### config.mk
export PLATFORM = sky130hd
export DESIGN_NAME = gqg_queue
export DESIGN_NICKNAME = d
export VERILOG_FILES = /design/src/sv/gqg_pkg.sv /design/src/sv/gqg_queue.sv
export SDC_FILE = /design/constraint.sdc
export NUM_CORES = 1
export LEC_CHECK = 0
export ABC_AREA = 1
export BUFFER_PORTS_ARGS = -buffer_cell sky130_fd_sc_hd__buf_4
export CAP_MARGIN = 20
export CELL_PAD_IN_SITES_DETAIL_PLACEMENT = 1
export CELL_PAD_IN_SITES_GLOBAL_PLACEMENT = 1
export CORE_MARGIN = 10
export CORE_UTILIZATION = 47
export CTS_CLUSTER_DIAMETER = 200
export CTS_CLUSTER_SIZE = 8
export DETAILED_ROUTE_END_ITERATION = 12
export MAX_ROUTING_LAYER = met4
export PLACE_DENSITY = 0.77
export SKIP_CTS_REPAIR_TIMING = 1
export SLEW_MARGIN = 20
export SYNTH_ARGS = -nofsm -noshare
export SYNTH_HDL_FRONTEND = slang
export SYNTH_SLANG_ARGS = --single-unit
### constraint.sdc
create_clock -name clk_i -period 4.38 [get_ports clk_i]
set_clock_uncertainty 0.05 [all_clocks]
set_input_delay 0.657 -clock clk_i [delete_from_list [all_inputs] [get_ports clk_i]]
set_output_delay 0.657 -clock clk_i [all_outputs]
set_load 0.01 [all_outputs]
### src/sv/gqg_pkg.sv
// shared types, constants and field layout of the glyph quad generator
`timescale 1ns / 1ps
package gqg_pkg;

  localparam int unsigned GLYPH_COUNT_DEF     = 128;
  localparam int unsigned COORD_FRAC_BITS_DEF = 8;
  localparam int unsigned QUEUE_DEPTH         = 4;

  localparam int unsigned MODE_W    = 2;
  localparam int unsigned CODE_W    = 8;
  localparam int unsigned METRICS_W = 48;
  localparam int unsigned TEX_W     = 64;
  localparam int unsigned POS_W     = 24;
  localparam int unsigned SCALE_W   = 12;
  localparam int unsigned COORD_W   = 16;
  localparam int unsigned CORNER_W  = 3;

  localparam int unsigned OP_W   = 12;
  localparam int unsigned PROD_W = OP_W + SCALE_W + 1;

  localparam int POS_MAX = 2 ** (POS_W - 1) - 1;
  localparam int POS_MIN = -(2 ** (POS_W - 1));

  localparam logic [SCALE_W-1:0]  SCALE_RESET = SCALE_W'(256);
  localparam logic [CORNER_W-1:0] LAST_CORNER = CORNER_W'(5);

  // text run fields carried in the texcoord slot of a queue entry
  localparam int unsigned RUN_X_LSB = 0;
  localparam int unsigned RUN_Y_LSB = POS_W;
  localparam int unsigned RUN_S_LSB = 2 * POS_W;
  localparam int unsigned RUN_W     = 2 * POS_W + SCALE_W;

  typedef enum logic [MODE_W-1:0] {
    MODE_WRITE = 2'd0,
    MODE_BEGIN = 2'd1,
    MODE_CHAR  = 2'd2
  } mode_e;

  typedef enum logic {
    KIND_BEGIN = 1'b0,
    KIND_CHAR  = 1'b1
  } kind_e;

  typedef struct packed {
    kind_e                kind;
    logic [METRICS_W-1:0] metrics;
    logic [TEX_W-1:0]     tex;
  } entry_t;

  typedef struct packed {
    logic head_valid;
    logic full;
  } q_stat_t;

endpackage

### src/sv/gqg_queue.sv
// short queue between front end and quad builder
`timescale 1ns / 1ps
module gqg_queue (
  input  logic             clk_i,
  input  logic             rst_ni,
  input  logic             push_i,
  input  gqg_pkg::entry_t  entry_i,
  input  logic             pop_i,
  output gqg_pkg::q_stat_t stat_o,
  output gqg_pkg::entry_t  head_o
);

  localparam int unsigned PTR_W = $clog2(gqg_pkg::QUEUE_DEPTH);
  localparam int unsigned CNT_W = $clog2(gqg_pkg::QUEUE_DEPTH + 1);
  localparam logic [CNT_W-1:0] CNT_FULL = CNT_W'(gqg_pkg::QUEUE_DEPTH);
  localparam logic [PTR_W-1:0] PTR_LAST = PTR_W'(gqg_pkg::QUEUE_DEPTH - 1);

  gqg_pkg::entry_t  mem_q [gqg_pkg::QUEUE_DEPTH];
  logic [PTR_W-1:0] wr_ptr_q;
  logic [PTR_W-1:0] rd_ptr_q;
  logic [CNT_W-1:0] count_q;

  assign stat_o.full       = count_q == CNT_FULL;
  assign stat_o.head_valid = count_q != '0;
  assign head_o            = mem_q[rd_ptr_q];

  always_ff @(posedge clk_i or negedge rst_ni) begin
    if (!rst_ni) begin
      wr_ptr_q <= '0;
      rd_ptr_q <= '0;
      count_q  <= '0;
    end else begin
      if (push_i) begin
        wr_ptr_q <= (wr_ptr_q == PTR_LAST) ? '0 : wr_ptr_q + PTR_W'(1);
      end
      if (pop_i) begin
        rd_ptr_q <= (rd_ptr_q == PTR_LAST) ? '0 : rd_ptr_q + PTR_W'(1);
      end
      if (push_i && !pop_i) begin
        count_q <= count_q + CNT_W'(1);
      end else if (pop_i && !push_i) begin
        count_q <= count_q - CNT_W'(1);
      end
    end
  end

  always_ff @(posedge clk_i) begin
    if (push_i) begin
      mem_q[wr_ptr_q] <= entry_i;
    end
  end

endmodule

# Word level (Yosys, flattened, before mapping)
# Memories as Yosys holds them, arrays and structs flattened.
# Index checks and enable logic that the tools add are counted.
# Widths: inputs -> output; s select.
# totals
ramBits	452
n_memories	1
output_inout_bits	115
reg_bits	7
# memory_table
name	words	width	read_ports	rd_clocked_by_memory_dff	write_ports	line_no	rtl
mem_q	4	113	1	0	1	gqg_queue.sv:18	gqg_pkg::entry_t mem_q [gqg_pkg::QUEUE_DEPTH];
# op_classes
add_sub_neg	4
reduce_logical	6
mux	6
eq_ne	3
# ops
operator	count
$mux 3	2
$add 2x1->2 const B	2
$eq 2x2->1 const B	2
$mux 2	2
$add 3x1->3 const B	1
$eq 3x3->1 const B	1
$reduce_bool 3->1	1
$sub 3x1->3 const B	1
$logic_and 1x1->1	2
$logic_not 1->1	2
$mux 1	2
$reduce_bool 2->1	1

# Logic depth before layout (Yosys ltp)
# Gate-level depths: netlist of run 1.
# logic_depth
word_depth	4
ltp_mapped	9
ltp_nobuf	9

# Least setup slack after synthesis of run 1
# No wires, ideal clock.
# synth_timing
kind	input-to-reg
start	input port push_i
end	memory mem_q[3][0] (netlist bit), enable pin
path_stages	2
arrival_ns	2.880
path_slack_ns	0.984
required_time_ns	3.864
setup_ns	0.466
cell_sequence	nand2_1 inv_1
# synth_between
elab_chain_len	2
# synth_lines
element	line_no	rtl
from (decl)	gqg_queue.sv:6	input logic push_i,
$mux 1	gqg_queue.sv:48	if (push_i) begin
$mux 1 (implied by the code)	gqg_queue.sv:49	mem_q[wr_ptr_q] <= entry_i;
to (decl)	gqg_queue.sv:18	
# No other way between the ends.

==> results.md, run 1 <==
Status:
- The run finished with clean final reports.

Critical path:
- In this run the critical register-to-register path is launched from wr_ptr_q[0]$_DFFE_PN0P_.
- In this run the worst setup path terminates at head_o[51].
- At the worst endpoint, the required time is 3.67 ns.
- The setup slack on the worst flop-to-flop path is 2.12 ns.
- The endpoint identified for the worst register-to-register timing path is mem_q[0][45]$_DFFE_PP_.
- The type of the worst setup path is reg2out.
- The delay contributed by the slowest stage of the critical path is 0.85 ns.
- STA classifies the critical path endpoint as an output pin.
- The data arrival at the endpoint of the critical path is 3.00 ns.
- In this design, the critical path's most frequently occurring cell is buf_4.
- In this run the worst path has a maximum fanout of 85.
- The critical path starts at rd_ptr_q[1]$_DFFE_PN0P_.
- The nature of the critical path startpoint is a flip-flop.
- The number of cells on the worst reg-to-reg path is 5.
- Walking the worst path, the cells encountered are inv_6, buf_4, o211ai_1, nand2_1, buf_4.
- The cell with the biggest individual delay on the critical path is inv_6.

Timing:
- Headroom to the max-slew limit came out at 33.3%.
- The fraction of the cycle the final worst path needs is 84.6%.
- The max-slew violation count is 0.
- The total count of hold-check failures in the final report is 0.
- Subtracting the final worst setup slack from the clock period gives 3.70 ns.
- The count of endpoints failing setup in the final report is 0.
- The maximum clock frequency is 270 MHz.
- Setup repair after global routing left no endpoint under its margin.
- At the pin with the least slew margin, the transition time is 1.00 ns.
- The worst-case setup margin in the final layout is 0.676 ns.
- The aggregate negative setup slack is 0 ns.

Yosys:
- Of all flip-flops after synthesis, the portion carrying an async set or reset was 1.53%.
- A synthesized cell averages 13.8 sq um.
- The synthesized area is 18,900 sq um.
- The post-synthesis simple-gate area fraction is 7.18%.
- The flip-flop cell with the highest count after synthesis is edfxtp_1.
- The XOR/XNOR share of the synthesized area is 0.0463%.
- The synthesized netlist devotes 0.502% of its cell area to adder and majority cells.
- In this run, distinct cell masters in the synthesized netlist total 20.
- Summing the sequential cell areas from Yosys gives 72.6% of the chip area.
- When the netlist entered floorplanning its net count stood at 1,496.
- After technology mapping, the gate count stands at 1,372.
- After synthesis the netlist holds a flip-flop and latch count of 459.
- The post-synthesis mux area share is 0%.
- The synthesized netlist devotes 12.2% of its cell area to compound gates.
- The number of enable flip-flop cells after synthesis is 452.
- The combinational family with the most area after synthesis is compound AO/OA/AOI/OAI gates.
- The synthesis warning total is 0.

GRT:
- The initial antenna violation count is 2.
- The via count of the first global-routing pass is 12,200.
- The total routing resource utilization after global routing is 19.2%.
- The first global-routing pass estimated 69.7 mm of wire.
- Entering global routing, the biggest net connects 103 pins.
- The residual overflow from global routing is 0.

Floorplan:
- The core region is 39,800 sq um.
- The die covers 48,700 sq um.
- The row count is 73.
- The initial utilization of the core area, before any placement, comes to 47.5%.
- Pin placement for this block handled 232 I/O pins.
- Measured along the x axis, the die boundary spans 221 um.
- The die span in y is 221 um.

Cells and area:
- The end-of-flow core utilization is 57.6%.
- The non-filler instance count after layout is 2,155.
- Relative to the synthesized area, the layout overhead comes to 21.1%.
- The net count reported at finish is 1,740.
- After filler insertion, the fill cell instance count of the layout stands at 3,927.
- The final standard cell area without fillers is 22,900 sq um.
- Registers take 13,800 sq um.
- In the final layout, the share of cells above drive strength 1 is 27.6%.
- In the final layout, the multi-input gates occupy 3780 sq um.

Flow run:
- The count of max-cap constraint violations is 0.

Placed design:
- The number of buffers inserted by port buffering is 231.
- Routability-driven placement finished with a final weighted congestion of 0.770.
- At the placement stage, the worst setup path has a slack of 1.24 ns.
- After detailed placement, the design holds a cell count of 2,071.
- In this run the cell area measured after placement is 21,000 sq um.
- After legalization and detailed placement, the total HPWL measured 27.9 mm.

Clock network:
- The H-tree was split into 3 levels.
- Clock tree synthesis inserted a total of 67 buffers.
- The clock root buffer is clkbuf_16.
- TritonCTS built the clock tree.
- The clock slew seen by the registers of the worst setup and hold paths is 0.05 ns.
- For the worst-skew pair, the clock arrives at the later sink with an insertion delay of 0.56 ns.
- The total clock sinks is 459.
- The clock tree buffer depth is 3.

Pwr:
- Across the VDD grid, the largest voltage drop is 365 uV.
- For this design the ratio of total power to cell area is 681 nW/um^2.
- The analysis attributes to cell leakage a power of 0.00934 uW.

Routing:
- The overall via count from detail_route is 11,200.
- The detail route stage leaves a number of antenna-violating nets equal to 0.
- After detailed routing, the total wire length is 45.1 mm.
- For this run, design rule violations remaining after detail routing come to 0.
- The number of DRC markers after the initial detailed-route iteration is 793.
- In the final routed layout, each cell accounts on average for 20.9 um.
- In the routed layout, each cell is associated on average with a via count of 5.19.
- The number of detailed-route iterations in the first pass is 5.

Hold path:
- The kind of path behind the tightest hold check is in2reg.
==> per-layer routing <==
layer  part of all wire, %  track usage, %  up-vias
met2                    53            32.6      236
met5                     0               -        -
met1                    40            22.0     5596
met4                   2.4            7.16        0
li1                      -               -     5275
met3                   5.3            4.18       68
==> cell usage after synthesis, drive strengths merged (3+ instances only) <==
master / count / area (sq um)
ha: 6 / 75.1
inv: 239 / 897
buf: 69 / 488
clkbuf: 6 / 22.5
nor2: 3 / 11.3
o211ai: 226 / 2290
edfxtp: 452 / 13600
dfrtp: 7 / 175
nand2: 355 / 1330
o21ai: 4 / 20.0
==> metrics by stage <==
stage               total power [uW]  hold slack (ns)
finish                         15600            0.240
global route                   16500            0.218
CTS                            15900           -0.178
detailed placement             11200            0.433
global placement               11000            0.404
floorplan                       9070            0.311
==> cells in the final DEF, fill, tap and decap left out, drive strengths merged, types with 2 or more instances in the layout <==
| cell | netlist | routed |
|---|---|---|
| nand2 | 355 | 355 |
| clkbuf | 6 | 80 |
| inv | 239 | 239 |
| o21ai | 4 | 4 |
| buf | 69 | 249 |
| nor2 | 3 | 3 |
| diode | 0 | 2 |
| edfxtp | 452 | 452 |
| dfrtp | 7 | 7 |
| ha | 6 | 6 |
| o211ai | 226 | 226 |
==> how the worst min path moves through the flow <==
stage,from,endpoint,slack (ns),cells past startpoint
after floorplan,rst_ni,count_q[0]$_DFFE_PN0P_,0.31,0
after global placement,count_q[2]$_DFFE_PN0P_,count_q[2]$_DFFE_PN0P_,0.40,2
after detailed placement,rst_ni,count_q[1]$_DFFE_PN0P_,0.43,1
after CTS,rst_ni,count_q[0]$_DFFE_PN0P_,-0.18,1
after global routing,entry_i[36],mem_q[3][36]$_DFFE_PP_,0.22,1
final,entry_i[96],mem_q[0][96]$_DFFE_PP_,0.24,1
==> cell type report <==
cell class | count | area share (%)
clock buffer | 80 | 8.08
inverter | 239 | 4.01
antenna | 2 | 0.0218
tap | 525 | 2.87
timing repair buffer | 250 | 8.53
sequential | 459 | 60.0
clock inverter | 1 | 0.0327
multi-input combinational | 599 | 16.5
==> registers in the layout, indices dropped and copies added, names as in the netlist <==
name      count
count_q       3
mem_q       452
rd_ptr_q      2
wr_ptr_q      2
==> kinds of logic after synthesis <==
kind of cell | Yosys count
AOI/OAI and AO/OA | 230
adders and majority gates | 7
DFF | 459
xor gates and xnor gates | 1
buffers and inverters | 314
and+or+nand+nor | 361
==> critical path, delay by kind of cell, from the launching register on <==
kind                   cells  cell delay [ns]
and+or+nand+nor            1             0.09
DFF                        1             0.75
AOI/OAI and AO/OA          1             0.13
buffers and inverters      3             1.35
==> where the power goes <==
group	total [uW]	internal, uW	leakage, uW	switching, uW
clock	4620	2910	0.000908	1710
combinational	5040	1900	0.00420	3140
sequential	5950	5640	0.00423	304
total	15600	10500	0.00934	5150
No activity file was read; power rests on OpenSTA's default activity.
==> run 2, diff against run 1 <==
Settings changed: CORE_UTILIZATION 47 to 43, PLACE_DENSITY 0.77 to 0.75.
Clock period 4.38 ns to 3.3 ns, I/O delays scaled along.
==> run 2 against run 1 <==
  * Count of clock-buffer cells in the layout down 1
  * Cell area grew 0.87%
  * Critical path type unchanged
  * Final cell count rose by 2.9%
  * Register-to-register slack worse by 0.95 ns
  * Critical path depth is 1 higher
  * Non-clock buffer count increased by 3
  * Global-route usage down 1.9 points
  * Clock power up 33%
  * Total power is 34% higher
  * Combinational power increased by 38%
  * Die area grew 8.4%
==> results.md, run 2 (synthesized netlist as in run 1, its figures left out) <==
GRT:
- The global-route wire length before repair came to 69.0 mm (was 69.7 mm).
- The total routing resource utilization after global routing is 17.3% (was 19.2%).
- The residual overflow from global routing is 0 (unchanged).
- The initial antenna violation count is 3 (was 2).
- The maximum number of pins on one net before global-route repair came to 115 (was 103).
- The via count of the first global-routing pass came to 12,300 (was 12,200).

Critical path:
- The delay contributed by the slowest stage of the critical path is 0.50 ns (was 0.85 ns).
- The type of the worst setup path was reg2out (unchanged).
- The critical path data required time is 2.75 ns (was 3.67 ns).
- Series of cell instances along the critical path: inv_8, buf_4, nand2_1, o211ai_2, nand2_1, buf_4 (was inv_6, buf_4, o211ai_1, nand2_1, buf_4).
- The largest fanout on the critical path is 60 (was 85).
- The nature of the critical path startpoint is a flip-flop (unchanged).
- The critical path capture point type is an output pin (unchanged).
- The data arrival at the endpoint of the critical path is 2.42 ns (was 3.00 ns).
- The cell with the biggest individual delay on the critical path is buf_4 (was inv_6).

Routing:
- The post-detailed-route via-to-cell ratio is 5.06 (was 5.19).
- The number of detailed-route iterations in the first pass is 5 (unchanged).
- The per-cell routed wire length is 20.4 um (was 20.9 um).
- The overall via count from detail_route was 11,200 (about the same).
- The post-detailed-routing wire length is 45.2 mm (was 45.1 mm).
- The number of routed nets with antenna violations came to 0 (unchanged).
- The number of DRC markers after the initial detailed-route iteration came to 728 (was 793).
- The residual DRC count is 0 (unchanged).

Floorplan:
- The initial core utilization is 43.8% (was 47.5%).
- The die span in y is 230 um (was 221 um).
- The area inside the core boundary is 43,300 sq um (was 39,800 sq um).
- The die area is 52,800 sq um (was 48,700 sq um).
- The row count was 76 (was 73).
- The die span in x came to 230 um (was 221 um).
- The top-level I/O count is 232 (unchanged).

Timing:
- Subtracting the final worst setup slack from the clock period gives 2.97 ns.
- The actual transition at the worst max-transition pin was 0.784 ns (was 1.00 ns).
- The max-slew violation count is 0 (unchanged).
- The count of endpoints failing setup in the final report was 0 (unchanged).
- The total count of hold-check failures in the final report was 0 (unchanged).
- The aggregate negative setup slack is 0 ns (unchanged).
- The worst-case headroom to the max-slew limit is 47.7% (was 33.3%).
- Unrepaired setup endpoints after global routing: false (unchanged).
- The fraction of the cycle the final worst path needs is 89.9%.
- Timing would allow up to 337 MHz.

Placed design:
- The detailed placer's ending HPWL is 27.8 mm (was 27.9 mm).
- The number of buffers inserted by port buffering is 231 (unchanged).
- The weighted congestion reported at the end of routability-driven placement is 0.730 (was 0.770).

Clock network:
- The TritonCTS clock tree is built (unchanged).
- The clock root buffer was clkbuf_16 (unchanged).
- The total clock buffers created by CTS is 67 (unchanged).
- The clock tree buffer depth was 3 (unchanged).
- The clock slew seen by the registers of the worst setup and hold paths is 0.05 ns (about the same).
- The number of H-tree levels is 3 (unchanged).
- The worst-skew pair later-pin latency is 0.55 ns (was 0.56 ns).
- The total clock sinks is 459 (unchanged).

Cells and area:
- The number of flip-flops under the largest register name was 452 (unchanged).
- Top library cells by usage in the layout, fill and taps aside: edfxtp_1, nand2_1, buf_4 (unchanged).
- The area taken by flip-flops and latches came to 13,800 sq um (unchanged).
- The end-of-flow core utilization is 53.4% (was 57.6%).
- The fraction of final layout cells sized beyond drive strength 1 came to 27.7% (was 27.6%).
- The net count reported at finish is 1,743 (was 1,740).
- The combined area of the multi-input logic cells is 3780 sq um (unchanged).
- The commonest non-fill, non-tap cell in the layout is edfxtp_1 (unchanged).
- Registers with the most flip-flops: mem_q x452, count_q x3 (unchanged).
- The register name with the most flops was mem_q (unchanged).
- The number of filler instances in the final layout is 4,232 (was 3,927).
- The growth of design area from synthesis to finish came to 22.1% (was 21.1%).

Status:
- Run status: finished, final reports clean (unchanged).

Hold path:
- The kind of path behind the tightest hold check is in2reg (unchanged).

Pwr:
- The worst-case vdd ir drop came to 762 uV (was 365 uV).
- The power per cell area is 903 nW/um^2 (was 681 nW/um^2).
- The leakage power total came to 0.00936 uW (was 0.00934 uW).

Flow run:
- The count of max-cap constraint violations was 0 (unchanged).
-- run 2: changes by cell type in the layout (fill, tap and decap cells not counted), sizes merged --
cell      change
buf           +3
diode         +1
clkbuf        -1
clkinvlp      +3
inv           -3
-- run 2: critical path, delay by kind of cell (launching register included) --
| family | cells | cell delay (ns) |
|---|---|---|
| buffers and inverters | 3 | 1.01 |
| AOI/OAI and AO/OA | 1 | 0.10 |
| and+or+nand+nor | 2 | 0.27 |
| DFF | 1 | 0.46 |
-- run 2: metrics by stage --
| stage | std cells | instance area, sq um | total power [uW] | hold slack, ns | setup WS [ns] |
|---|---|---|---|---|---|
| finish | 2218 | 23100 | 20900 | 0.0749 | 0.334 |
| global route | 2218 | 23100 | 22000 | 0.0592 | 0.155 |
| CTS | 2214 | 23100 | 21200 | -0.342 | 0.280 |
| detailed placement | 2134 | 21300 | 15000 | 0.264 | 0.898 |
| global placement | 2134 | 21300 | 14700 | 0.265 | 1.03 |
| floorplan | 1372 | 18900 | 12000 | 0.149 | 0.0221 |
-- run 2: cell type report --
class | count | area share (%)
Antenna cell | 3 | 0.0325
Clock buffer | 79 | 8.00
Clock inverter | 1 | 0.0325
Inverter | 239 | 3.99
Multi-Input combinational cell | 599 | 16.3
Sequential cell | 459 | 59.5
Tap cell | 585 | 3.17
Timing Repair Buffer | 253 | 8.98
-- run 2: report_power, final --
| group | switching (uW) | internal [uW] | leakage (uW) | total [uW] |
|---|---|---|---|---|
| Sequential | 276 | 7490 | 0.00423 | 7760 |
| Combinational | 4340 | 2620 | 0.00422 | 6960 |
| Clock | 2280 | 3860 | 0.000907 | 6150 |
| Total | 6900 | 14000 | 0.00936 | 20900 |
-- run 2: routing by layer --
metal  share of wire (%)  GRT usage, %  vias to the layer above
met4                 2.4          6.62                        0
li1                    -             -                     5275
met1                  40          18.8                     5638
met5                   0             -                        -
met3                 4.5          3.41                       73
met2                  53          30.8                      232
-- run 2: path summary, 6_finish.rpt --
path,slack [ns],to,cells after the start,from
worst max-delay path,0.33,head_o[90],6,rd_ptr_q[0]$_DFFE_PN0P_
worst min-delay path,0.07,mem_q[1][111]$_DFFE_PP_,1,entry_i[111]
worst max register to register,1.17,mem_q[2][39]$_DFFE_PP_,5,wr_ptr_q[0]$_DFFE_PN0P_
worst min register to register,0.42,count_q[2]$_DFFE_PN0P_,2,count_q[2]$_DFFE_PN0P_
max in group asynchronous,2.82,rd_ptr_q[1]$_DFFE_PN0P_,2,rst_ni
min in group asynchronous,0.25,rd_ptr_q[1]$_DFFE_PN0P_,2,rst_ni
==> run 3, diff against run 2 <==
Settings changed: CORE_UTILIZATION 43 to 35, PLACE_DENSITY 0.75 to 0.63.
==> run 3 against run 2 <==
  * Critical path depth stayed put
  * Highest routed layer unchanged
  * Largest power group unchanged
  * Global-route usage down 2.9 points
  * Register-to-register slack got worse by 0.13 ns
  * Critical endpoint is now head_o[50]
  * Clock power decreased by 2%
  * Via count shrank 1.3%
  * Critical path type unchanged
==> results.md, run 3 (synthesized netlist as in run 1, its figures left out) <==
Status:
- Run status: finished, final reports clean (unchanged).

Clock network:
- The worst-skew pair later-pin latency is 0.58 ns (was 0.55 ns).
- The number of H-tree levels was 3 (unchanged).
- The clock tree buffer depth is 3 (unchanged).
- The clock slew seen by the registers of the worst setup and hold paths was 0.05 ns (about the same).
- The total clock sinks is 459 (unchanged).
- The total clock buffers created by CTS is 67 (unchanged).
- The clock root buffer was clkbuf_16 (unchanged).
- The TritonCTS clock tree is built (unchanged).

GRT:
- The residual overflow from global routing is 0 (unchanged).
- The global-route wire length before repair is 68.8 mm (was 69.0 mm).
- The total routing resource utilization after global routing was 14.4% (was 17.3%).
- The via count of the first global-routing pass is 11,900 (was 12,300).
- The initial antenna violation count is 2 (was 3).
- The maximum number of pins on one net before global-route repair is 115 (unchanged).

Cells and area:
- The combined area of the multi-input logic cells was 3780 sq um (unchanged).
- The growth of design area from synthesis to finish is 22.5% (was 22.1%).
- The register name with the most flops is mem_q (unchanged).
- The area taken by flip-flops and latches is 13,800 sq um (unchanged).
- Top library cells by usage in the layout, fill and taps aside: edfxtp_1, nand2_1, buf_4 (unchanged).
- The fraction of final layout cells sized beyond drive strength 1 is 27.8% (was 27.7%).
- The non-filler instance count after layout is 2,328 (was 2,218).
- The net count reported at finish came to 1,743 (unchanged).
- The number of filler instances in the final layout was 5,521 (was 4,232).
- Registers with the most flip-flops: mem_q x452, count_q x3 (unchanged).
- The commonest non-fill, non-tap cell in the layout is edfxtp_1 (unchanged).
- The number of flip-flops under the largest register name was 452 (unchanged).

Routing:
- The post-detailed-routing wire length is 44.6 mm (was 45.2 mm).
- The number of detailed-route iterations in the first pass is 5 (unchanged).
- The number of routed nets with antenna violations came to 0 (unchanged).
- The overall via count from detail_route is 11,100 (was 11,200).
- The residual DRC count came to 0 (unchanged).
- The post-detailed-route via-to-cell ratio is 4.76 (was 5.06).
- The per-cell routed wire length is 19.2 um (was 20.4 um).
- The number of DRC markers after the initial detailed-route iteration is 519 (was 728).

Pwr:
- The total chip power was 20,700 uW (was 20,900 uW).
- The power dissipated by switching net loads is 6870 uW (was 6900 uW).
- The design internal power is 13,800 uW (was 14,000 uW).
- The logic gate share of total power is 33.3% (about the same).
- The worst-case vdd ir drop is 581 uV (was 762 uV).
- The proportion of power drawn by the clock network was 29.2% (was 29.5%).
- The power per cell area is 891 nW/um^2 (was 903 nW/um^2).
- The leakage power total came to 0.00933 uW (was 0.00936 uW).
- The fraction of power spent switching nets is 33.3% (was 33.0%).
- The power share of the sequential group came to 37.5% (was 37.2%).

Timing:
- The count of endpoints failing setup in the final report is 0 (unchanged).
- The clock period minus worst slack is 2.85 ns (was 2.97 ns).
- The worst-case headroom to the max-slew limit is 45.5% (was 47.7%).
- The total count of hold-check failures in the final report came to 0 (unchanged).
- The max-slew violation count is 0 (unchanged).
- The actual transition at the worst max-transition pin is 0.818 ns (was 0.784 ns).
- The maximum clock frequency is 350 MHz (was 337 MHz).
- The aggregate negative setup slack is 0 ns (unchanged).
- Unrepaired setup endpoints after global routing: false (unchanged).
- The fraction of the cycle the final worst path needs is 86.5% (was 89.9%).

Floorplan:
- The initial core utilization is 35.2% (was 43.8%).
- The die area is 63,800 sq um (was 52,800 sq um).
- The row count is 85 (was 76).
- The area inside the core boundary is 53,700 sq um (was 43,300 sq um).
- The die span in x is 253 um (was 230 um).
- The top-level I/O count came to 232 (unchanged).
- The die span in y is 253 um (was 230 um).

Critical path:
- The nature of the critical path startpoint was a flip-flop (unchanged).
- The type of the worst setup path is reg2out (unchanged).
- The data arrival at the endpoint of the critical path is 2.31 ns (was 2.42 ns).
- The critical path data required time is 2.75 ns (about the same).
- The critical path capture point type was an output pin (unchanged).
- The largest fanout on the critical path is 98 (was 60).

Placed design:
- The total instance count after detailed placement is 2,245 (was 2,134).
- The number of buffers inserted by port buffering was 231 (unchanged).
- The weighted congestion reported at the end of routability-driven placement is 0.701 (was 0.730).
- The detailed placer's ending HPWL is 26.7 mm (was 27.8 mm).

Hold path:
- The kind of path behind the tightest hold check is in2reg (unchanged).

Flow run:
- The count of max-cap constraint violations is 0 (unchanged).
[run 3: worst paths after layout]
path                                          from                 endpoint  slack, ns  cells after the start
max in group asynchronous                   rst_ni  rd_ptr_q[1]$_DFFE_PN0P_       2.82                      2
min in group asynchronous                   rst_ni   count_q[0]$_DFFE_PN0P_       0.23                      2
hold reg to reg             count_q[2]$_DFFE_PN0P_   count_q[2]$_DFFE_PN0P_       0.43                      2
setup / recovery           rd_ptr_q[0]$_DFFE_PN0P_               head_o[50]       0.45                      6
hold / removal                         entry_i[17]   mem_q[3][17]$_DFFE_PP_       0.06                      1
setup reg to reg           wr_ptr_q[0]$_DFFE_PN0P_   mem_q[0][50]$_DFFE_PP_       1.04                      6
[run 3: power by group through the flow]
stage | sequential (uW) | combinational, uW | clock [uW]
2_1_floorplan | 7840 | 4170 | 0
3_3_place_gp | 7810 | 7000 | 0
3_5_place_dp | 7860 | 7130 | 0
4_1_cts | 7760 | 7150 | 6260
5_1_grt | 7820 | 7650 | 6520
6_report | 7750 | 6880 | 6030
[run 3: final cells by class]
cell class | count | area share [%]
Sequential cell | 459 | 59.3
Multi-Input combinational cell | 599 | 16.3
Timing Repair Buffer | 253 | 8.85
Clock buffer | 74 | 7.53
Inverter | 239 | 3.98
Tap cell | 696 | 3.76
Clock inverter | 6 | 0.286
Antenna cell | 2 | 0.0216
[run 3: worst max-delay path, cell delays in order, from the launching register on]
cell	delay (ns)
dfrtp_1	0.45
inv_8	0.27
buf_12	0.42
nand2_1	0.11
o211ai_1	0.12
nand2_1	0.10
buf_4	0.15
[run 3: metal layers]
layer  vias up  share of wire (%)  GRT usage [%]  wire, um
met5         -                  0              -         0
met4         0                1.9           5.18       869
met3        69                5.0           3.38      2220
met2       199                 52           24.4     23100
met1      5541                 41           16.5     18400
li1       5268                  -              -         -
[run 3: per-stage QoR]
stage               cell area, sq um  setup WS, ns  hold WS (ns)  utilization (%)
floorplan                      18900        0.0221         0.149                -
global placement               21400          1.03         0.267             39.8
detailed placement             21400          1.01         0.267             39.8
CTS                            23200         0.390        -0.378             43.2
global route                   23200         0.247        0.0303             43.2
finish                         23200         0.446        0.0620             43.2
