`src/sv/gqg_pkg.sv`:
```
// shared types, constants and field layout of the glyph quad generator
`timescale 1ns / 1ps
package gqg_pkg;

  localparam int unsigned GLYPH_COUNT_DEF     = 128;
  localparam int unsigned COORD_FRAC_BITS_DEF = 8;
  localparam int unsigned QUEUE_DEPTH         = 4;

  localparam int unsigned MODE_W    = 2;
  localparam int unsigned CODE_W    = 8;
  localparam int unsigned METRICS_W = 48;
  localparam int unsigned TEX_W     = 64;
  localparam int unsigned POS_W     = 24;
  localparam int unsigned SCALE_W   = 12;
  localparam int unsigned COORD_W   = 16;
  localparam int unsigned CORNER_W  = 3;

  localparam int unsigned OP_W   = 12;
  localparam int unsigned PROD_W = OP_W + SCALE_W + 1;

  localparam int POS_MAX = 2 ** (POS_W - 1) - 1;
  localparam int POS_MIN = -(2 ** (POS_W - 1));

  localparam logic [SCALE_W-1:0]  SCALE_RESET = SCALE_W'(256);
  localparam logic [CORNER_W-1:0] LAST_CORNER = CORNER_W'(5);

  // text run fields carried in the texcoord slot of a queue entry
  localparam int unsigned RUN_X_LSB = 0;
  localparam int unsigned RUN_Y_LSB = POS_W;
  localparam int unsigned RUN_S_LSB = 2 * POS_W;
  localparam int unsigned RUN_W     = 2 * POS_W + SCALE_W;

  typedef enum logic [MODE_W-1:0] {
    MODE_WRITE = 2'd0,
    MODE_BEGIN = 2'd1,
    MODE_CHAR  = 2'd2
  } mode_e;

  typedef enum logic {
    KIND_BEGIN = 1'b0,
    KIND_CHAR  = 1'b1
  } kind_e;

  typedef struct packed {
    kind_e                kind;
    logic [METRICS_W-1:0] metrics;
    logic [TEX_W-1:0]     tex;
  } entry_t;

  typedef struct packed {
    logic head_valid;
    logic full;
  } q_stat_t;

endpackage

```
`src/sv/gqg_out_if.sv`:
```
// vertex item channel of the glyph quad generator
`timescale 1ns / 1ps
interface gqg_out_if;
  logic                               valid;
  logic                               ready;
  logic signed [gqg_pkg::POS_W-1:0]   vertex_x;
  logic signed [gqg_pkg::POS_W-1:0]   vertex_y;
  logic [gqg_pkg::COORD_W-1:0]        tex_u;
  logic [gqg_pkg::COORD_W-1:0]        tex_v;
  logic [gqg_pkg::CORNER_W-1:0]       corner;
  logic                               last_vertex;

  modport source (
    output valid, vertex_x, vertex_y, tex_u, tex_v, corner, last_vertex,
    input  ready
  );
  modport sink (
    input  valid, vertex_x, vertex_y, tex_u, tex_v, corner, last_vertex,
    output ready
  );
endinterface

```
`src/sv/gqg_back.sv`:
```
// back end: scales glyph metrics into a quad, moves the pen and emits six vertices
`timescale 1ns / 1ps
module gqg_back #(
  parameter int unsigned COORD_FRAC_BITS = gqg_pkg::COORD_FRAC_BITS_DEF
) (
  input  logic             clk_i,
  input  logic             rst_ni,
  input  gqg_pkg::q_stat_t q_stat_i,
  input  gqg_pkg::entry_t  head_i,
  output logic             pop_o,
  gqg_out_if.source        out_o
);

  localparam int unsigned UP     = (COORD_FRAC_BITS >= 8) ? COORD_FRAC_BITS - 8 : 0;
  localparam int unsigned DN     = (COORD_FRAC_BITS < 8) ? 8 - COORD_FRAC_BITS : 0;
  localparam int unsigned TERM_W = gqg_pkg::PROD_W + UP;
  localparam int unsigned ACC_W  = TERM_W + 2;
  localparam int unsigned POS_W  = gqg_pkg::POS_W;
  localparam int unsigned CW     = gqg_pkg::COORD_W;
  localparam logic signed [ACC_W-1:0] ACC_MAX = ACC_W'(gqg_pkg::POS_MAX);
  localparam logic signed [ACC_W-1:0] ACC_MIN = ACC_W'(gqg_pkg::POS_MIN);

  // state names the scaled term held in the product register
  typedef enum logic [2:0] {
    ST_IDLE,
    ST_BX,
    ST_DEPTH,
    ST_WIDTH,
    ST_HEIGHT,
    ST_ADV
  } step_e;

  typedef struct packed {
    logic [POS_W-1:0] x0;
    logic [POS_W-1:0] y0;
    logic [POS_W-1:0] x1;
    logic [POS_W-1:0] y1;
    logic [CW-1:0]    u0;
    logic [CW-1:0]    v0;
    logic [CW-1:0]    u1;
    logic [CW-1:0]    v1;
  } quad_t;

  function automatic logic signed [gqg_pkg::OP_W-1:0] op_sel(
    logic [gqg_pkg::METRICS_W-1:0] m,
    step_e                         s
  );
    logic signed [gqg_pkg::OP_W-1:0] gw;
    logic signed [gqg_pkg::OP_W-1:0] gh;
    logic signed [gqg_pkg::OP_W-1:0] bx;
    logic signed [gqg_pkg::OP_W-1:0] by;
    logic signed [gqg_pkg::OP_W-1:0] adv;
    logic signed [gqg_pkg::OP_W-1:0] op;
    gw  = gqg_pkg::OP_W'({1'b0, m[7:0]});
    gh  = gqg_pkg::OP_W'({1'b0, m[15:8]});
    bx  = gqg_pkg::OP_W'($signed(m[23:16]));
    by  = gqg_pkg::OP_W'($signed(m[31:24]));
    adv = gqg_pkg::OP_W'({1'b0, m[47:38]});
    case (s)
      ST_BX:     op = bx;
      ST_DEPTH:  op = gh - by;
      ST_WIDTH:  op = gw;
      ST_HEIGHT: op = gh;
      ST_ADV:    op = adv;
      default:   op = '0;
    endcase
    return op;
  endfunction

  function automatic logic signed [POS_W-1:0] sat(logic signed [ACC_W-1:0] v);
    logic signed [ACC_W-1:0] c;
    if (v > ACC_MAX) begin
      c = ACC_MAX;
    end else if (v < ACC_MIN) begin
      c = ACC_MIN;
    end else begin
      c = v;
    end
    return c[POS_W-1:0];
  endfunction

  step_e                             state_q;
  logic                              res_valid_q;
  logic signed [POS_W-1:0]           pen_q;
  logic signed [POS_W-1:0]           base_q;
  logic [gqg_pkg::SCALE_W-1:0]       scale_q;
  logic signed [gqg_pkg::PROD_W-1:0] prod_q;
  logic [gqg_pkg::METRICS_W-1:0]     met_q;
  logic [gqg_pkg::TEX_W-1:0]         tex_q;
  logic signed [ACC_W-1:0]           x0_q;
  logic signed [ACC_W-1:0]           y0_q;
  logic signed [ACC_W-1:0]           x1_q;
  logic signed [ACC_W-1:0]           y1_q;
  quad_t                             res_q;

  logic                              em_valid_q;
  logic [gqg_pkg::CORNER_W-1:0]      corner_q;
  quad_t                             quad_q;

  step_e                             mul_st;
  logic [gqg_pkg::METRICS_W-1:0]     mul_met;
  logic signed [gqg_pkg::PROD_W-1:0] prod_d;
  logic signed [TERM_W-1:0]          prod_ext;
  logic signed [TERM_W-1:0]          term;
  logic signed [ACC_W-1:0]           term_acc;
  logic signed [ACC_W-1:0]           pen_ext;
  logic signed [ACC_W-1:0]           base_ext;
  logic                              out_accept;
  logic                              last;
  logic                              em_load;
  logic                              use_x1;
  logic                              use_y0;

  // operand for the next multiply
  always_comb begin
    mul_met = met_q;
    case (state_q)
      ST_IDLE: begin
        mul_st  = ST_BX;
        mul_met = head_i.metrics;
      end
      ST_BX:     mul_st = ST_DEPTH;
      ST_DEPTH:  mul_st = ST_WIDTH;
      ST_WIDTH:  mul_st = ST_HEIGHT;
      ST_HEIGHT: mul_st = ST_ADV;
      default:   mul_st = ST_IDLE;
    endcase
  end

  assign prod_d   = gqg_pkg::PROD_W'(op_sel(mul_met, mul_st) * $signed({1'b0, scale_q}));
  assign prod_ext = TERM_W'(prod_q);
  assign term     = (prod_ext <<< UP) >>> DN;
  assign term_acc = ACC_W'(term);
  assign pen_ext  = ACC_W'(pen_q);
  assign base_ext = ACC_W'(base_q);

  assign out_accept = out_o.valid && out_o.ready;
  assign last       = corner_q == gqg_pkg::LAST_CORNER;
  assign em_load    = res_valid_q && (!em_valid_q || (out_accept && last));

  assign pop_o = q_stat_i.head_valid && (state_q == ST_IDLE) &&
                 ((head_i.kind == gqg_pkg::KIND_BEGIN) || !res_valid_q || em_load);

  always_ff @(posedge clk_i or negedge rst_ni) begin
    if (!rst_ni) begin
      state_q     <= ST_IDLE;
      res_valid_q <= 1'b0;
      pen_q       <= '0;
      base_q      <= '0;
      scale_q     <= gqg_pkg::SCALE_RESET;
    end else begin
      prod_q <= prod_d;
      if (em_load) begin
        res_valid_q <= 1'b0;
      end
      case (state_q)
        ST_IDLE: begin
          if (pop_o) begin
            if (head_i.kind == gqg_pkg::KIND_CHAR) begin
              state_q <= ST_BX;
              met_q   <= head_i.metrics;
              tex_q   <= head_i.tex;
            end else begin
              pen_q   <= head_i.tex[gqg_pkg::RUN_X_LSB +: POS_W];
              base_q  <= head_i.tex[gqg_pkg::RUN_Y_LSB +: POS_W];
              scale_q <= head_i.tex[gqg_pkg::RUN_S_LSB +: gqg_pkg::SCALE_W];
            end
          end
        end
        ST_BX: begin
          x0_q    <= pen_ext + term_acc;
          state_q <= ST_DEPTH;
        end
        ST_DEPTH: begin
          y0_q    <= base_ext - term_acc;
          state_q <= ST_WIDTH;
        end
        ST_WIDTH: begin
          x1_q    <= x0_q + term_acc;
          state_q <= ST_HEIGHT;
        end
        ST_HEIGHT: begin
          y1_q    <= y0_q + term_acc;
          state_q <= ST_ADV;
        end
        ST_ADV: begin
          pen_q       <= sat(pen_ext + term_acc);
          res_q.x0    <= sat(x0_q);
          res_q.y0    <= sat(y0_q);
          res_q.x1    <= sat(x1_q);
          res_q.y1    <= sat(y1_q);
          res_q.u0    <= tex_q[0 +: CW];
          res_q.v0    <= tex_q[CW +: CW];
          res_q.u1    <= tex_q[2*CW +: CW];
          res_q.v1    <= tex_q[3*CW +: CW];
          res_valid_q <= 1'b1;
          state_q     <= ST_IDLE;
        end
        default: state_q <= ST_IDLE;
      endcase
    end
  end

  // vertex emitter
  always_ff @(posedge clk_i or negedge rst_ni) begin
    if (!rst_ni) begin
      em_valid_q <= 1'b0;
      corner_q   <= '0;
    end else begin
      if (em_load) begin
        em_valid_q <= 1'b1;
        corner_q   <= '0;
        quad_q     <= res_q;
      end else if (out_accept) begin
        if (last) begin
          em_valid_q <= 1'b0;
        end else begin
          corner_q <= corner_q + gqg_pkg::CORNER_W'(1);
        end
      end
    end
  end

  assign use_x1 = corner_q inside {3'd2, 3'd4, 3'd5};
  assign use_y0 = corner_q inside {3'd1, 3'd2, 3'd4};

  assign out_o.valid       = em_valid_q;
  assign out_o.vertex_x    = use_x1 ? quad_q.x1 : quad_q.x0;
  assign out_o.vertex_y    = use_y0 ? quad_q.y0 : quad_q.y1;
  assign out_o.tex_u       = use_x1 ? quad_q.u1 : quad_q.u0;
  assign out_o.tex_v       = use_y0 ? quad_q.v1 : quad_q.v0;
  assign out_o.corner      = corner_q;
  assign out_o.last_vertex = last;

endmodule

```
`src/flat_wrapper.sv`:
```
// flat-port wrapper written by rule: the top's interface ports become plain ports
module gqg_back_flat 
#(
  parameter int unsigned COORD_FRAC_BITS = gqg_pkg::COORD_FRAC_BITS_DEF
)
  (clk_i, rst_ni, q_stat_i, head_i, pop_o, out_o_valid, out_o_vertex_x, out_o_vertex_y, out_o_tex_u, out_o_tex_v, out_o_corner, out_o_last_vertex, out_o_ready);
  gqg_out_if out_o_i ();
  input  logic clk_i;
  input  logic rst_ni;
  input  gqg_pkg::q_stat_t q_stat_i;
  input  gqg_pkg::entry_t head_i;
  output logic pop_o;
  output wire logic [$bits(out_o_i.valid)-1:0] out_o_valid;
  output wire logic [$bits(out_o_i.vertex_x)-1:0] out_o_vertex_x;
  output wire logic [$bits(out_o_i.vertex_y)-1:0] out_o_vertex_y;
  output wire logic [$bits(out_o_i.tex_u)-1:0] out_o_tex_u;
  output wire logic [$bits(out_o_i.tex_v)-1:0] out_o_tex_v;
  output wire logic [$bits(out_o_i.corner)-1:0] out_o_corner;
  output wire logic [$bits(out_o_i.last_vertex)-1:0] out_o_last_vertex;
  input wire logic [$bits(out_o_i.ready)-1:0] out_o_ready;
  assign out_o_valid = out_o_i.valid;
  assign out_o_vertex_x = out_o_i.vertex_x;
  assign out_o_vertex_y = out_o_i.vertex_y;
  assign out_o_tex_u = out_o_i.tex_u;
  assign out_o_tex_v = out_o_i.tex_v;
  assign out_o_corner = out_o_i.corner;
  assign out_o_last_vertex = out_o_i.last_vertex;
  assign out_o_i.ready = out_o_ready;
  gqg_back #(.COORD_FRAC_BITS(COORD_FRAC_BITS)) u_core (.clk_i(clk_i), .rst_ni(rst_ni), .q_stat_i(q_stat_i), .head_i(head_i), .pop_o(pop_o), .out_o(out_o_i));
endmodule
```
`config.mk`:
```
export PLATFORM = sky130hd
export DESIGN_NAME = gqg_back_flat
export DESIGN_NICKNAME = d
export VERILOG_FILES = /design/src/sv/gqg_pkg.sv /design/src/sv/gqg_out_if.sv /design/src/sv/gqg_back.sv /design/src/flat_wrapper.sv
export SDC_FILE = /design/constraint.sdc
export NUM_CORES = 1
export LEC_CHECK = 0
export BUFFER_PORTS_ARGS = -buffer_cell sky130_fd_sc_hd__buf_2
export CAP_MARGIN = 20
export CORE_MARGIN = 3
export CORE_UTILIZATION = 50
export CTS_CLUSTER_DIAMETER = 30
export CTS_CLUSTER_SIZE = 40
export DETAILED_ROUTE_END_ITERATION = 16
export PLACE_DENSITY = 0.68
export SYNTH_ARGS = -nofsm -noshare
export SYNTH_HDL_FRONTEND = slang
export SYNTH_SLANG_ARGS = --single-unit
```
`constraint.sdc`:
```
create_clock -name clk_i -period 10.6 [get_ports clk_i]
set_input_delay 0.53 -clock clk_i [delete_from_list [all_inputs] [get_ports clk_i]]
set_output_delay 0.53 -clock clk_i [all_outputs]
set_load 0.01 [all_outputs]
```
After elaboration in Yosys (flattened, before gate mapping):

Cells that the tools add are included.
Widths: inputs -> output; s select.

* word-level logic and storage cells: 122
* register bits after elaboration: 631
* input port bits: 118
* output and inout bits: 86

* eq/ne operators: 18
* $lt $le $gt $ge: 10
* reduce and logical (&&, ||, !) cells: 29
* $mul: 1
* multiplexer cells: 27
* $add $sub $neg: 6
* bitwise gates (word level): 1

Operator list (number)
* $mux 24: 10
* $gt 26x24->1 const B: 3
* $lt 26x24->1 const B: 3
* $pmux 12 s5: 1
* $add 26x25->27: 2
* $gt 27x24->1 const B: 2
* $lt 27x24->1 const B: 2
* $mux 48: 1
* $pmux 24 s2: 1
* $mux 16: 2
* $pmux 3 s5: 2
* $add 24x25->26: 1
* $sub 24x25->26: 1
* $mul 12x13->25: 1
* $eq 3x3->1 const B: 6
* $reduce_and 2->1: 9
* $eq 3x2->1 const B: 5
* $mux 3: 5
* $sub 9x8->10: 1
* $eq 3x1->1 const B: 3
* $ne 2x2->1 const B: 4
* $reduce_bool 2->1: 4
* $reduce_and 3->1: 2
* $reduce_bool 3->1: 2
* 8 further kinds: 19

Longest topological paths before layout:

Gate-level depths: netlist of the first run.

* depth in word-level cells: 8
* gate-level depth with buffers: 37
* mapped depth without buffers: 35

Worst setup path before layout of the first run:

Ideal clock, no wire load.

* kind: reg2reg
* start: register u_core.state_q[2]
* end: register u_core.prod_q, in the netlist u_core.prod_ext[24] (data pin)
* clock period less this slack: 8.932 ns
* library setup time: 0.260 ns
* arrival time: 8.672 ns
* data required time: 10.340 ns
* stages on the path, launching flop included: 33
* slack: 1.668 ns
* buffers on the path: 3
* cell sequence: dfrtp_1 -> clkbuf_1 -> nor3_2 -> clkbuf_1 -> mux2i_1 -> ha_1 -> nor2b_1 -> o21ai_0 -> a21boi_1 -> o21ai_0 -> a21boi_1 -> o21a_1 -> o21a_1 -> or3_1 -> a31o_2 -> clkbuf_1 -> and3_1 -> fa_1 -> fa_1 -> fa_1 -> fa_1 -> inv_1 -> fa_1 -> inv_1 -> ha_1 -> a21oi_1 -> nor2_1 -> a221oi_2 -> a2111oi_0 -> or4_1 -> a41o_1 -> a21oi_1 -> xnor2_1

* cells in the longest elaborated chain, start to end: 5
* elaborated cells on any way between the ends: 15
* classes of those cells: add/sub: 1; mul: 1; eq/ne: 9; mux: 3; reduce/logical: 1

Ends and longest elaborated chain
* start, declared: line gqg_back.sv:82 `step_e state_q;`
* start signal, assigned: line gqg_back.sv:146 `state_q <= ST_IDLE;`
* start signal, assigned: line gqg_back.sv:160 `state_q <= ST_BX;`
* start signal, assigned: line gqg_back.sv:172 `state_q <= ST_DEPTH;`
* $logic_not 3->1, or another cell as far along: line gqg_back.sv:117 `case (state_q)`
* $mux 48 / $pmux 3 s5 (equally long branches): line gqg_back.sv:117
* $sub 9x8->10, or another cell as far along: line gqg_back.sv:61 `ST_DEPTH: op = gh - by;`
* $pmux 12 s5 (*): line gqg_back.sv:59 `case (s)`
* $mul 12x13->25 (*): line gqg_back.sv:130 `assign prod_d = gqg_pkg::PROD_W'(op_sel(mul_met, mul_st) * $signed({1'b0, scale_q}));`
* net u_core.prod_d, one bit: line gqg_back.sv:102 `logic signed [gqg_pkg::PROD_W-1:0] prod_d;`
* end signal, assigned: line gqg_back.sv:152 `prod_q <= prod_d;`
* end, declared: line gqg_back.sv:87 `logic signed [gqg_pkg::PROD_W-1:0] prod_q;`

Mark *: on every way through the listed nets, which the timed path passes. The rest lies on a longest branch.
A chain may end at the register's enable or synchronous reset.

Worst setup path in the final report of the first run:

Same ends and word-level chain as after synthesis.

==> results.toml, run 1 <==
[floorplan]
io_pins = 204
coreArea_mm2 = 0.0633
die_w_um = 259
num_rows = 92
start_util_pct = 50.7
die_h_um = 259
die_area_mm2 = 0.0672

[worst_setup_path]
slowest_delay_ns = 0.60
crit_top_cell = "fa_1"
critPathSlowestCell = "nor3_2"
path_max_fanout = 26
critPathCaptureType = "flip-flop"
start_kind = "flip-flop"
arrival_ns = 9.86
required_ns = 11.00
criticalPathCategory = "flip-flop to flip-flop"

[synth]
ys_ff_latch = 617
seq_area_frac_synth_pct = 56.7
yosysWarnings = 0
synth_edf_count = 549
synthFlopType = "edfxtp_1"
avgSynthCellArea_um2 = 12.9
syn-num-nets = 2902
ys_types = 80
syn_area_mm2 = 0.0321
async_flop_share_pct = 11.0
synth_cells = 2487

[clocking]
cts_max_level = 3
path_clk_slew_ns = 0.05
cts.sinks = 617
post_cts_buffers = 0
cts-root-buf = "clkbuf_16"
clock_latency_ns = 0.67
cts_buffers = 115
clk_path_buf_depth = 3
cts_tree = "built"

[status]
outcome = "finished clean"

[grt]
grt_overflow_total = 0
first_global_vias = 21020
grt_pass1_wl_mm = 120
grt_use_total_pct = 23.2
antenna_found_initial = 4
grt_max_degree = 68

[timing]
clock_skew_ns = 0.0306
max_slew_margin_pct = 29.4
grt_setup_unrepaired = "false"
setup_tns_ns = 0
worstMarginPinSlew_ns = 1.05
final_max_slew_viol_count = 0
setup_viol = 0
hold_viol = 0
min_period_ns = 9.46
fmax_ghz = 0.106
min_period_over_period_pct = 89.2

[routing]
drt_pass1_iterations = 5
ant_nets = 0
dr.first_iter.drc_count = 1451
drc = 0
wirelength_mm = 76.8
vias = 20232
viasPerCell = 5.46
wl_per_cell_um = 20.7

[layout]
fillCellCount = 4860
drive_gt1_share_pct = 22.1
post-route-util_pct = 60.4
nNetsFinal = 3170
layout.cells.non_filler = 3705
area_growth_pct = 19.3

[placed_design]
dp_hpwl_mm = 56.0
io_buffers = 196
place.detailed.instances = 3480
place_congestion = 0.903

[hold_path]
hold_class = "input pin to flip-flop"

[flow_run]
drv_cap = 0
cell families after synthesis:
| family | after synthesis | share of synthesized area, % |
|---|---|---|
| xor+xnor | 100 | 2.75 |
| simple gates | 614 | 8.86 |
| compound gates | 416 | 9.00 |
| mux | 141 | 5.00 |
| flops | 617 | 56.7 |
| buf+inv | 302 | 3.64 |
| fa+ha+maj | 297 | 14.1 |
synth_stat cells, drive strengths merged (5+ instances only):
master     n  area (um2)
edfxtp   549       16500
nor2     230         863
inv      220         826
ha       191        2390
nand2    166         646
mux2     124        1400
fa       106        2120
a21oi     98         490
o21ai     83         423
xnor2     72         638
clkbuf    67         251
dfrtp     67        1680
a21o      54         405
o21a      43         330
nand3     38         190
nor3      33         170
xor2      28         245
and2      27         169
nand2b    23         144
nor2b     22         138
a221oi    21         297
and3      20         130
a21boi    19         143
a31oi     16         100
buf       15        90.1
mux2i     14         140
a211oi    12        90.1
or3       12        75.1
nor3b     11        82.6
o21bai    11        82.6
nand4      8        50.1
nand3b     7        52.6
o211ai     7        52.6
or2        7        43.8
o31a       6        53.8
a2111oi    5        45.0
o31ai      5        42.5
area by class of cell:
| class | instances | area (um2) | share of cell area [%] |
|---|---|---|---|
| Antenna cell | 1 | 2.50 | 0.00654 |
| Clock buffer | 128 | 2990 | 7.81 |
| Clock inverter | 92 | 1120 | 2.94 |
| Inverter | 220 | 826 | 2.16 |
| Multi-Input combinational cell | 1568 | 12800 | 33.5 |
| Sequential cell | 617 | 18200 | 47.5 |
| Tap cell | 846 | 1060 | 2.77 |
| Timing Repair Buffer | 233 | 1270 | 3.33 |
cell usage in the layout, fill, tap and decap left out, types with 35 or more instances in the layout:
| master | netlist | routed |
|---|---|---|
| clkbuf_16 | 0 | 116 |
| xnor2_1 | 71 | 71 |
| nand3_1 | 38 | 38 |
| o21ai_0 | 70 | 69 |
| inv_1 | 220 | 220 |
| ha_1 | 191 | 191 |
| a21oi_1 | 98 | 97 |
| o21a_1 | 42 | 42 |
| dfrtp_1 | 67 | 67 |
| nor2_1 | 230 | 224 |
| fa_1 | 106 | 106 |
| a21o_1 | 54 | 54 |
| mux2_2 | 124 | 124 |
| edfxtp_1 | 549 | 549 |
| buf_4 | 0 | 35 |
| buf_2 | 3 | 195 |
| nand2_1 | 157 | 157 |
through the flow:
stage / hold slack (ns) / worst slack [ns] / cell area [um2]
floorplan: 0.234 / 1.67 / 32100
global placement: 0.400 / 1.34 / 34100
detailed placement: 0.405 / 1.15 / 34100
CTS: 0.00405 / 1.12 / 38200
global route: 0.0152 / 0.577 / 38300
finish: 0.0458 / 1.14 / 38300
registers in the layout, indices dropped and copies added, names as in the netlist, 3 cells and up:
signal,flops
u_core.quad_q,160
u_core.res_q,160
u_core.tex_q,64
u_core.met_q,34
u_core.x1_q,27
u_core.y1_q,27
u_core.x0_q,26
u_core.y0_q,26
u_core.prod_ext,25
u_core.base_q,24
u_core.pen_q,24
u_core.scale_q,12
u_core.out_o.corner,3
u_core.state_q,3
worst paths after layout:
path	cells after the start	startpoint	slack (ns)	to
setup / recovery	30	u_core.state_q[2]	1.14	u_core.prod_ext[24]
hold / removal	1	head_i[66]	0.05	u_core.met_q[2]
setup reg to reg	30	u_core.state_q[2]	1.14	u_core.prod_ext[24]
hold reg to reg	0	u_core.res_q[18]	0.41	u_core.quad_q[18]
max in group asynchronous	4	rst_ni	8.67	u_core.base_q[23]
min in group asynchronous	2	rst_ni	0.31	u_core.pen_q[23]
critical path, delay by kind of cell (launching register included):
kind / cells / cell delay [ns]
DFF: 1 / 0.36
buffers and inverters: 3 / 0.30
AOI/OAI and AO/OA: 12 / 2.80
and+or+nand+nor: 6 / 1.98
xor gates and xnor gates: 1 / 0.08
adders and majority gates: 7 / 3.23
muxes: 1 / 0.45
layer usage:
metal  part of all wire (%)  vias to the layer above  global-route usage, %
met5                  0.055                        -                      0
met4                    2.7                        8                   7.97
met3                    6.6                      122                   5.01
met2                     47                      627                   37.1
met1                     44                     9964                   31.6
li1                       -                     9511                      -
timing repair:
item | 4_1_cts | 5_1_grt
hold buffers | 1 | 0
resized for setup | 0 | 0
endpoints found under the hold margin | 9 | 0
Power of run 1 is left out: the tool's default activity adds up to more than one toggle a clock period on the data nets, which glitch-free logic cannot reach.
==> inputs of run 2 (changes only) <==
PLACE_DENSITY = 0.76   (was 0.68)
==> run 2 against run 1 <==
Critical endpoint unchanged. Largest cell class unchanged. Core utilization decreased by 0.44 points. Sequential cell count unchanged. Design area down 0.72%. Highest routed layer unchanged.
==> results.toml, run 2 (same netlist as run 1, synthesis figures left out) <==
[routing]
drt_pass1_iterations = 6
vias = 20298
drt-met1-wl_mm = 32.5
wirelength_mm = 76.3
ant_nets = 0
top_layer = "met5"
wl_per_cell_um = 20.7
route.met3.wl_mm = 5.16
route.met2.wl_mm = 35.9
viasPerCell = 5.51
drc = 0
dr.first_iter.drc_count = 1319

[worst_setup_path]
path_max_fanout = 12
required_ns = 10.99
slowest_delay_ns = 0.62
start_kind = "flip-flop"
critPathSlowestCell = "nor3_4"
r2r_cells = 34
criticalPathCategory = "flip-flop to flip-flop"
crit_family = "adder cells"
path_buf_inv = 6
cp.depth = 34
critPathCaptureType = "flip-flop"
arrival_ns = 9.73

[layout]
fillCellCount = 4857
area_growth_pct = 18.4
design_area_mm2 = 0.0380
n_antenna_cell = 0
multiInputGateArea_mm2 = 0.0128
drive_gt1_share_pct = 21.2
seqCellArea_mm2 = 0.0182
layout.cells.non_filler = 3682
top_regs = "u_core.quad_q x160, u_core.res_q x160, u_core.tex_q x64"
layout_common_cells = "edfxtp_1 (549), nor2_1 (223), inv_1 (220)"
nNetsFinal = 3159
layout_commonest_cell = "edfxtp_1"

[floorplan]
coreArea_mm2 = 0.0633
start_util_pct = 50.7
io_pins = 204
die_w_um = 259
num_rows = 92
die_h_um = 259
die_area_mm2 = 0.0672

[grt]
grt_pass1_wl_mm = 118
grt_max_degree = 74
first_global_vias = 20974
grt_overflow_total = 0
antenna_found_initial = 5
grt_use_total_pct = 22.9

[timing]
min_period_over_period_pct = 88.1
final_max_slew_viol_count = 0
max_slew_margin_pct = 27.9
worstMarginPinSlew_ns = 1.07
min_period_ns = 9.34
fmax_ghz = 0.107
hold_viol = 0
grt_setup_unrepaired = "false"
whs_ns = 0.0472
clock_skew_ns = 0.0530
setup_tns_ns = 0
setup_viol = 0

[clocking]
path_clk_slew_ns = 0.05
cts_tree = "built"
cts-root-buf = "clkbuf_16"
cts_resized = 0
clk_path_buf_depth = 3
cts_max_level = 3
cts_hold_buf = 3
post_cts_buffers = 0
clock_latency_ns = 0.69
cts_buffers = 107
cts.sinks = 617

[flow_run]
drv_cap = 0

[placed_design]
dp_hpwl_mm = 55.2
io_buffers = 196
place.detailed.instances = 3474
place_congestion = 0.906
dpl_cell_area_mm2 = 0.0341

[hold_path]
worstHoldPathCells = 1
hold_class = "input pin to flip-flop"

[status]
outcome = "finished clean"
[run 2: changes by cell type in the layout (fill, tap and decap cells not counted), moves of 3 or more]
cell / change
inv_6: -9
clkbuf_16: -7
inv_8: -6
clkbuf_1: +4
clkinv_4: -3
clkinv_16: +5
buf_4: -5
clkbuf_8: -4
[run 2: worst reg2reg max path: cells and delay by family, from the launching register on]
kind	cells	cell delay, ns
AO/OA/AOI/OAI	13	2.50
flip-flops	1	0.40
buffers and inverters	6	0.71
adder cells (fa/ha/maj)	8	3.59
XOR/XNOR	2	0.24
multiplexers	1	0.21
AND/OR/NAND/NOR	4	1.42
[run 2: worst paths after layout]
| kind | start | slack [ns] | end |
|---|---|---|---|
| worst max-delay path | u_core.state_q[2] | 1.26 | u_core.prod_ext[24] |
| worst min-delay path | head_i[60] | 0.05 | u_core.tex_q[60] |
| worst max register to register | u_core.state_q[2] | 1.26 | u_core.prod_ext[24] |
| worst min register to register | u_core.res_q[88] | 0.38 | u_core.quad_q[88] |
| max in group asynchronous | rst_ni | 8.71 | u_core.pen_q[1] |
| min in group asynchronous | rst_ni | 0.32 | u_core.base_q[4] |
[run 2: through the flow]
step | utilization, % | setup slack [ns]
after CTS | 59.9 | 1.28
after global placement | 53.8 | 1.51
after detailed placement | 53.8 | 1.35
after floorplan | - | 1.67
final | 60.0 | 1.26
after global routing | 60.0 | 0.574
[run 2: area by class of cell]
cell class,count,share of cell area [%]
clock buffer,121,7.30
clock inverter,80,2.79
inverter,220,2.17
multi-input combinational,1568,33.7
sequential,617,47.9
tap,846,2.79
timing repair buffer,230,3.34
[run 2: per-layer routing]
metal | global-route usage [%] | up-vias
met1 | 30.3 | 9985
met5 | 0 | -
li1 | - | 9463
met3 | 5.21 | 145
met4 | 9.17 | 4
met2 | 36.7 | 701
Power of run 2 is left out for the same reason.
==> inputs of run 3 (changes only) <==
CORE_UTILIZATION = 55   (was 50)
PLACE_DENSITY = 0.81   (was 0.76)
==> run 3 against run 2 <==
Sequential cell count did not move. Wire length rose by 2.7%. Clock skew fell by 0.023 ns. Final cell count fell by 2.3%.
==> results.toml, run 3 (same netlist as run 1, synthesis figures left out) <==
[grt]
grt_overflow_total = 0
first_global_vias = 21404
antenna_found_initial = 5
grt_pass1_wl_mm = 121
grt_max_degree = 83
grt_use_total_pct = 25.9

[routing]
vias = 20741
drc = 0
viasPerCell = 5.77
ant_nets = 0
drt_pass1_iterations = 5
wl_per_cell_um = 21.8
wirelength_mm = 78.4
dr.first_iter.drc_count = 1662

[placed_design]
io_buffers = 196
place_congestion = 0.958
dp_hpwl_mm = 54.6

[hold_path]
worstHoldPathCells = 1
worstHoldStart = "head_i[107]"
hold_class = "input pin to flip-flop"
hold_path_end = "u_core.met_q[43]"

[worst_setup_path]
slowest_delay_ns = 0.61
path_max_fanout = 26
criticalPathCategory = "flip-flop to flip-flop"
r2r_end = "u_core.prod_ext[23]"
critPathCaptureType = "flip-flop"
regToRegSetupSlack_ns = 0.90
start_kind = "flip-flop"
r2r_start = "u_core.state_q[2]"
arrival_ns = 10.07
r2r_cells = 34
critPathSlowestCell = "nor3_2"
required_ns = 10.97

[clocking]
cts_max_level = 3
cts_buffers = 108
cts.sinks = 617
path_clk_slew_ns = 0.05
cts-root-buf = "clkbuf_16"
cts_tree = "built"
clock_latency_ns = 0.65
clk_path_buf_depth = 3
post_cts_buffers = 0

[timing]
grt_setup_unrepaired = "false"
max_slew_margin_pct = 27.2
final_max_slew_viol_count = 0
hold_viol = 0
setup_viol = 0
worstMarginPinSlew_ns = 1.09
min_period_over_period_pct = 91.5
clock_skew_ns = 0.0303
min_period_ns = 9.70
setup_tns_ns = 0
fmax_ghz = 0.103

[flow_run]
drv_cap = 0

[layout]
drive_gt1_share_pct = 21.4
nNetsFinal = 3159
fillCellCount = 3935
top_regs = "u_core.quad_q x160, u_core.res_q x160, u_core.tex_q x64"
area_growth_pct = 17.4
layout_common_cells = "edfxtp_1 (549), nor2_1 (223), inv_1 (220)"
layout_commonest_cell = "edfxtp_1"

[floorplan]
die_h_um = 248
die_area_mm2 = 0.0613
io_pins = 204
die_w_um = 248
coreArea_mm2 = 0.0570
start_util_pct = 56.3
num_rows = 87

[status]
outcome = "finished clean"
==> run 3: changes by cell type in the layout (fill, tap and decap cells not counted), moves of 2 or more <==
cell	before	now
clkinvlp_4	14	7
clkbuf_8	0	3
clkinv_16	7	0
clkinv_2	9	18
inv_6	19	22
inv_16	0	2
clkinv_4	7	9
dlygate4sd3_1	3	1
inv_8	4	8
bufinv_16	12	8
diode_2	0	3
clkbuf_1	12	9
buf_8	0	3
==> run 3: critical path: cells and delay by family, from the launching register on <==
kind            cells  cell delay, ns
fa+ha+maj           8            3.57
buf+inv             5            0.43
mux                 1            0.27
simple gates        4            1.00
xor+xnor            2            0.33
compound gates     14            3.48
flops               1            0.36
==> run 3: what timing repair did <==
item | in CTS | in global routing
hold buffers | 1 | 0
resized for setup | 0 | 1
endpoints found under the hold margin | 26 | 0
setup endpoints to repair | 0 | 2
==> run 3: area by class of cell <==
| type | count | area (um2) | share of cell area [%] |
|---|---|---|---|
| Inverter | 220 | 826 | 2.19 |
| Tap cell | 756 | 946 | 2.51 |
| Clock buffer | 121 | 2800 | 7.44 |
| Sequential cell | 617 | 18200 | 48.3 |
| Multi-Input combinational cell | 1568 | 12800 | 34.0 |
| Timing Repair Buffer | 229 | 1260 | 3.33 |
| Clock inverter | 82 | 840 | 2.23 |
| Antenna cell | 3 | 7.51 | 0.0199 |
==> run 3: how the worst max path moves through the flow <==
stage / startpoint / end / slack [ns] / depth (start not counted)
after CTS: u_core.state_q[2] / u_core.prod_ext[21] / 0.67 / 34
final: u_core.state_q[2] / u_core.prod_ext[23] / 0.90 / 34
after detailed placement: u_core.state_q[2] / u_core.prod_ext[24] / 0.88 / 33
after global routing: u_core.state_q[2] / u_core.prod_ext[23] / 0.27 / 34
after global placement: u_core.state_q[2] / u_core.prod_ext[24] / 1.12 / 31
after floorplan: u_core.state_q[2] / u_core.prod_ext[24] / 1.67 / 32
==> run 3: stage by stage <==
stage	hold slack, ns	cells	cell area [um2]	util [%]	setup WS (ns)
floorplan	0.234	2487	32100	-	1.67
global placement	0.401	3381	33900	59.5	1.12
detailed placement	0.405	3381	33900	59.5	0.876
CTS	0.0259	3585	37600	65.9	0.671
global route	0.0420	3594	37700	66.0	0.268
finish	0.0670	3596	37700	66.0	0.903
==> run 3: metal layers <==
metal,share of wire [%],global-route usage [%],up-vias
li1,-,-,9479
met2,47,41.2,870
met1,41,34.2,10217
met3,7.1,4.83,173
met4,4.8,13.3,2
met5,0.0089,0,-
Power of run 3 is left out for the same reason.
